## src/tlrp_pkg.sv

```systemverilog
// shared types and constants for the triggered led ramp pwm block
// no dependencies

package tlrp_pkg;

  localparam int CHANNELS    = 8;
  localparam int LEVEL_W     = 3;
  localparam int PORT_W      = 8;
  localparam int PINS_W      = 8;
  localparam int IDX_W       = 3;

  // ramp wraps to dark at this count, pwm phase runs modulo the period
  localparam int LEVEL_COUNT = 8;
  localparam int PWM_PERIOD  = 7;

  typedef logic [LEVEL_W-1:0] level_t;
  typedef logic [IDX_W-1:0]   chan_idx_t;

  // item kinds carried on tuser
  typedef enum logic [1:0] {
    ACT_RAMP   = 2'd0,
    ACT_PWM    = 2'd1,
    ACT_SAMPLE = 2'd2
  } action_t;

  // led to port bit routing
  localparam chan_idx_t LEFT_MAP  [CHANNELS] = '{3'd0, 3'd2, 3'd4, 3'd5, 3'd7, 3'd6, 3'd3, 3'd1};
  localparam chan_idx_t RIGHT_MAP [CHANNELS] = '{3'd7, 3'd5, 3'd3, 3'd2, 3'd0, 3'd1, 3'd4, 3'd6};

  localparam level_t LEVEL_LAST = level_t'(LEVEL_COUNT - 1);
  localparam level_t PHASE_LAST = level_t'(PWM_PERIOD - 1);

  // next ramp level: nonzero levels step up and wrap to zero
  function automatic level_t ramp_level(input level_t lv);
    level_t r;
    if (lv == '0) begin
      r = '0;
    end else if (lv == LEVEL_LAST) begin
      r = '0;
    end else begin
      r = lv + level_t'(1);
    end
    return r;
  endfunction

endpackage

```

## src/triggered_led_ramp_pwm.sv

```systemverilog
// triggered led ramp pwm: top level, state update and registered result
// depends on tlrp_pkg
//
// the result is registered from the input transfer and is valid in the cycle after it
// throughput: one item per cycle while the result is taken; the result register frees as it is taken
// reset: synchronous active high; levels, phase, trigger lines and ports clear
// the output holds no valid result after reset

module triggered_led_ramp_pwm (
  input  logic                        clk,
  input  logic                        rst,
  input  logic                        s_tvalid,
  output logic                        s_tready,
  input  logic [tlrp_pkg::PINS_W-1:0] s_tdata,   // pins[7:0]
  input  logic [1:0]                  s_tuser,   // action[1:0]
  output logic                        m_tvalid,
  input  logic                        m_tready,
  output logic [2*tlrp_pkg::PORT_W-1:0] m_tdata  // left_port[7:0], right_port[15:8]
);
  import tlrp_pkg::*;

  level_t              left_levels  [CHANNELS];
  level_t              right_levels [CHANNELS];
  level_t              left_levels_next  [CHANNELS];
  level_t              right_levels_next [CHANNELS];
  level_t              pwm_phase, pwm_phase_next;
  logic                last_left_line, last_left_line_next;
  logic                last_right_line, last_right_line_next;
  logic [PORT_W-1:0]   left_port_reg, left_port_reg_next;
  logic [PORT_W-1:0]   right_port_reg, right_port_reg_next;
  logic                in_xfer;
  logic [PORT_W-1:0]   left_drive, right_drive;
  chan_idx_t           left_idx, right_idx;

  assign s_tready  = !m_tvalid || m_tready;
  assign in_xfer   = s_tvalid && s_tready;
  assign left_idx  = s_tdata[IDX_W-1:0];
  assign right_idx = s_tdata[2*IDX_W-1:IDX_W];

  // pwm compare per led, routed to its port bit
  always_comb begin
    left_drive  = '0;
    right_drive = '0;
    for (int i = 0; i < CHANNELS; i++) begin
      if (left_levels[i] > pwm_phase) begin
        left_drive[LEFT_MAP[i]] = 1'b1;
      end
      if (right_levels[i] > pwm_phase) begin
        right_drive[RIGHT_MAP[i]] = 1'b1;
      end
    end
  end

  // next state for one item
  always_comb begin
    left_levels_next     = left_levels;
    right_levels_next    = right_levels;
    pwm_phase_next       = pwm_phase;
    last_left_line_next  = last_left_line;
    last_right_line_next = last_right_line;
    left_port_reg_next   = left_port_reg;
    right_port_reg_next  = right_port_reg;
    unique case (s_tuser)
      ACT_RAMP: begin
        for (int i = 0; i < CHANNELS; i++) begin
          left_levels_next[i]  = ramp_level(left_levels[i]);
          right_levels_next[i] = ramp_level(right_levels[i]);
        end
      end
      ACT_PWM: begin
        left_port_reg_next  = left_drive;
        right_port_reg_next = right_drive;
        pwm_phase_next      = (pwm_phase == PHASE_LAST) ? '0 : pwm_phase + level_t'(1);
      end
      ACT_SAMPLE: begin
        if (s_tdata[6] != last_right_line) begin
          right_levels_next[right_idx] = level_t'(1);
          last_right_line_next         = !last_right_line;
        end
        if (s_tdata[7] != last_left_line) begin
          left_levels_next[left_idx] = level_t'(1);
          last_left_line_next        = !last_left_line;
        end
      end
      default: begin
        // unused kind leaves all state alone
      end
    endcase
  end

  // state registers, updated on each input transfer
  always_ff @(posedge clk) begin
    if (rst) begin
      for (int i = 0; i < CHANNELS; i++) begin
        left_levels[i]  <= '0;
        right_levels[i] <= '0;
      end
      pwm_phase       <= '0;
      last_left_line  <= 1'b0;
      last_right_line <= 1'b0;
      left_port_reg   <= '0;
      right_port_reg  <= '0;
    end else if (in_xfer) begin
      left_levels     <= left_levels_next;
      right_levels    <= right_levels_next;
      pwm_phase       <= pwm_phase_next;
      last_left_line  <= last_left_line_next;
      last_right_line <= last_right_line_next;
      left_port_reg   <= left_port_reg_next;
      right_port_reg  <= right_port_reg_next;
    end
  end

  // result register
  always_ff @(posedge clk) begin
    if (rst) begin
      m_tvalid <= 1'b0;
    end else if (in_xfer) begin
      m_tvalid <= 1'b1;
    end else if (m_tready) begin
      m_tvalid <= 1'b0;
    end
  end

  always_ff @(posedge clk) begin
    if (in_xfer) begin
      m_tdata <= {right_port_reg_next, left_port_reg_next};
    end
  end

  // checks
  a_stall_blocks_input: assert property (@(posedge clk) disable iff (rst)
    m_tvalid && !m_tready |-> !s_tready)
    else $error("input taken while result stalled");

  a_xfer_gives_result: assert property (@(posedge clk) disable iff (rst)
    in_xfer |=> m_tvalid)
    else $error("transfer produced no result");

  a_phase_range: assert property (@(posedge clk) disable iff (rst)
    pwm_phase <= PHASE_LAST)
    else $error("pwm phase out of range");

  a_ramp_keeps_ports: assert property (@(posedge clk) disable iff (rst)
    in_xfer && s_tuser == ACT_RAMP |=> $stable(left_port_reg) && $stable(right_port_reg))
    else $error("ramp tick changed a port");

endmodule

```

## config.mk

```make
export PLATFORM = sky130hd
export DESIGN_NAME = triggered_led_ramp_pwm
export DESIGN_NICKNAME = d
export VERILOG_FILES = /design/src/tlrp_pkg.sv /design/src/triggered_led_ramp_pwm.sv
export SDC_FILE = /design/constraint.sdc
export NUM_CORES = 1
export LEC_CHECK = 0
export BUFFER_PORTS_ARGS = -buffer_cell sky130_fd_sc_hd__buf_2
export CAP_MARGIN = 20
export CORE_AREA = 2 2 121 123
export CTS_CLUSTER_DIAMETER = 120
export CTS_CLUSTER_SIZE = 40
export DETAILED_ROUTE_END_ITERATION = 8
export DIE_AREA = 0 0 123 125
export MAX_ROUTING_LAYER = met4
export PLACE_DENSITY_LB_ADDON = 0.05
export SKIP_LAST_GASP = 1
export SYNTH_ARGS = -nofsm -noshare
export SYNTH_HDL_FRONTEND = slang
export SYNTH_SLANG_ARGS = --single-unit
export TNS_END_PERCENT = 20
```

## constraint.sdc

```tcl
create_clock -name clk -period 3.99 [get_ports clk]
set_input_delay 0.399 -clock clk [delete_from_list [all_inputs] [get_ports clk]]
set_output_delay 0.399 -clock clk [all_outputs]
set_load 0.1 [all_outputs]
```

==> results.json <==
{
  "synthesized_netlist_net_count": 708,
  "synth_simple_gate_area_share_pct": 15.4,
  "synthMuxAreaShare_pct": 0.363,
  "worst_slew_pin_slew_ps": 854,
  "clkSlewWorstSetupHoldPaths_ps": 60,
  "detailroute.via_count": 4356,
  "clock_tree.root_cell": "clkbuf_16",
  "grt_setup_unrepaired": "false",
  "globalRouteTotalUtil_pct": 19.7,
  "synth_area_um2": 5520,
  "synthesis.area_per_instance_um2": 9.23,
  "final.min_clock_period_ps": 2340,
  "total_setup_buffers_inserted_after_cts": 0,
  "cts_tree": "done",
  "detailedRoute.firstIterationViolations": 301,
  "async_reset_ff_share_pct": 0,
  "timing.critical_path.to": "m_tdata[13]",
  "power_leakage_nw": 2.54,
  "synth_flop_cell": "dfxtp_1",
  "synth_top_family_by_area": "compound AO/OA/AOI/OAI gates",
  "grt_antenna_before_repair": 0,
  "worst-r2r-setup-slack_ps": 1650,
  "reg_top3": "left_levels (24), right_levels (24), m_tdata (16)",
  "post_synth_edffs": 16,
  "diodes": 0,
  "yosysSeqAreaShare_pct": 34.1,
  "floorplan.initialDensity_pct": 38.9,
  "cts.sink_count": 86,
  "worstHoldPathType": "primary input to flop",
  "final_layout_size_suffix_gt1_share_pct": 11.3,
  "area_delta_synth_final_pct": 10.1,
  "ctsLongestPathBuffers": 2,
  "cts_buffers": 9,
  "core-area_um2": 14200,
  "average_wire_per_cell_in_the_routed_design_um": 16.8,
  "yosys_warnings": 0,
  "gp_routability_congestion": 0.764,
  "hold_viol": 0,
  "startpoint_of_the_lowest_slack_register_to_register_path": "pwm_phase[1]",
  "worstRegToRegCells": 6,
  "grt_pass1_wl_um": 23100,
  "die_w_um": 123,
  "irDropWorstVdd_v": 0.000200,
  "power.density_nw_per_um2": 334,
  "area_fraction_in_compound_gates_after_synthesis_pct": 22.3,
  "floorplan.io_pins": 32,
  "detailedRoute.firstPassIterationCount": 6,
  "detail_route.wirelength_um": 13700,
  "crit-reg2reg-capture": "m_tdata[13]",
  "residual_drc_count": 0,
  "layout.nets": 735,
  "synth-adder-area-share_pct": 21.8,
  "slew_headroom_pct": 43.0,
  "cp-startpoint": "pwm_phase[1]",
  "synthDistinctLibCells": 53,
  "clock_latency_ps": 340,
  "dpl.hpwl_um": 9250,
  "port_buffers": 31,
  "post_detailed_route_count_of_antenna_violating_nets": 0,
  "clock.fmax_ghz": 0.427,
  "outcome": "finished, final reports clean",
  "chipHeight_um": 125,
  "maximum_number_of_pins_on_one_net_before_global_route_repair": 39,
  "via_per_inst": 5.35,
  "report.final.setup_viol": 0,
  "timing.final.crit_share_pct": 58.7,
  "critPathLaunchType": "flop",
  "criticalPathCategory": "flop to flop",
  "grt_pass1_vias": 4371,
  "ys_ff_latch": 86,
  "cts-resized-gates": 0,
  "crit_fanout": 18,
  "timing.final.max_slew_violations": 0,
  "synthesis.instances": 598,
  "p_total_mw": 2.03,
  "timing.critical_path.required_ps": 4070,
  "clock_tree_skew_after_final_layout_ps": 4.53,
  "cts.htree.levels": 3,
  "end_kind": "flop",
  "quantity_of_hold_fixing_buffers_added_after_cts": 0,
  "dieArea_um2": 15400,
  "timing.max_cap.violations": 0,
  "floorplan.rows": 44,
  "synthXorXnorAreaFrac_pct": 0.317,
  "data_arrival_time_at_the_worst_slack_endpoint_ps": 2430,
  "tns_ps": 0,
  "remaining_overflow_grt": 0
}
## how the worst min path moves through the flow
stage / from / endpoint / slack, ps / depth (start not counted)
after floorplan: left_port_reg[0] / left_port_reg[0] / 420 / 2
after global placement: right_port_reg[7] / right_port_reg[7] / 430 / 2
after detailed placement: left_port_reg[2] / left_port_reg[2] / 440 / 2
after CTS: rst / right_levels[10] / 300 / 2
after global routing: rst / right_levels[10] / 310 / 2
final: rst / right_levels[10] / 310 / 2
## kinds of logic (layout without fill, tap and decap cells)
group / count (synthesis) / count (layout)
AO/OA/AOI/OAI: 191 / 191
XOR/XNOR: 2 / 2
adder cells (fa/ha/maj): 96 / 96
buffers and inverters: 63 / 95
flip-flops: 86 / 86
multiplexers: 2 / 2
AND/OR/NAND/NOR: 158 / 158
## cell usage in the layout, fill, tap and decap left out, types with 14 or more instances in the layout
cell       n
buf_2     31
a21oi_1   47
o21a_1    16
o21ai_1   14
o21ai_0   50
nand2_1   54
edfxtp_1  16
a31oi_1   20
nor2b_1   31
nor2_1    27
dfxtp_1   70
inv_1     42
ha_1      96
## per-stage QoR
stage | instances | setup WS (ps) | util, % | cell area (um2) | hold slack [ps]
floorplan | 598 | 1410 | - | 5520 | 425
global route | 814 | 1450 | 42.8 | 6080 | 309
global placement | 798 | 1660 | 40.8 | 5790 | 433
detailed placement | 798 | 1670 | 40.8 | 5790 | 443
CTS | 814 | 1670 | 42.8 | 6080 | 300
finish | 814 | 1650 | 42.8 | 6080 | 312
## report_power, final
part / switching, mW / internal (mW)
clock: 0.351 / 0.482
combinational: 0.210 / 0.0692
sequential: 0.0105 / 0.905
total: 0.571 / 1.46
## layer usage
metal | track usage, % | vias to the layer above | routed length, um | part of all wire [%]
li1 | - | 2219 | - | -
met1 | 27.9 | 2057 | 7100 | 52
met2 | 29.2 | 68 | 5950 | 43
met3 | 2.46 | 12 | 477 | 3.5
met4 | 6.02 | 0 | 180 | 1.3
met5 | - | - | 0 | 0
## cell usage after synthesis, types with 4 or more instances
| cell type | number | share of area (%) |
|---|---|---|
| a211oi_1 | 4 | 0.54 |
| a21oi_1 | 47 | 4.3 |
| a31oi_1 | 20 | 2.3 |
| a32oi_1 | 8 | 1.3 |
| buf_2 | 6 | 0.54 |
| buf_6 | 7 | 1.4 |
| dfxtp_1 | 70 | 25 |
| edfxtp_1 | 16 | 8.7 |
| ha_1 | 96 | 22 |
| inv_1 | 42 | 2.9 |
| nand2_1 | 54 | 3.7 |
| nand3_1 | 11 | 1.0 |
| nand3b_1 | 5 | 0.68 |
| nor2_1 | 27 | 1.8 |
| nor2b_1 | 31 | 3.5 |
| nor3_1 | 4 | 0.36 |
| o211a_1 | 5 | 0.91 |
| o21a_1 | 16 | 2.2 |
| o21ai_0 | 50 | 4.5 |
| o21ai_1 | 14 | 1.3 |
| o2bb2ai_1 | 12 | 1.9 |
## layout make-up
class | count | area (um2)
fill | 1444 | 8130
multi-input combinational | 449 | 3330
sequential | 86 | 1880
clock buffer | 11 | 233
tap | 184 | 230
timing repair buffer | 36 | 193
inverter | 43 | 161
clock inverter | 5 | 50.0
## worst max-delay path, cell delays in order, from the launching register on
cell and delay [ps]:
dfxtp_1 330, inv_1 630, ha_1 380, nor2b_1 140, o21a_1 160, o21ai_0 360, nand2_1 80
(Power assumes the default switching activity.)
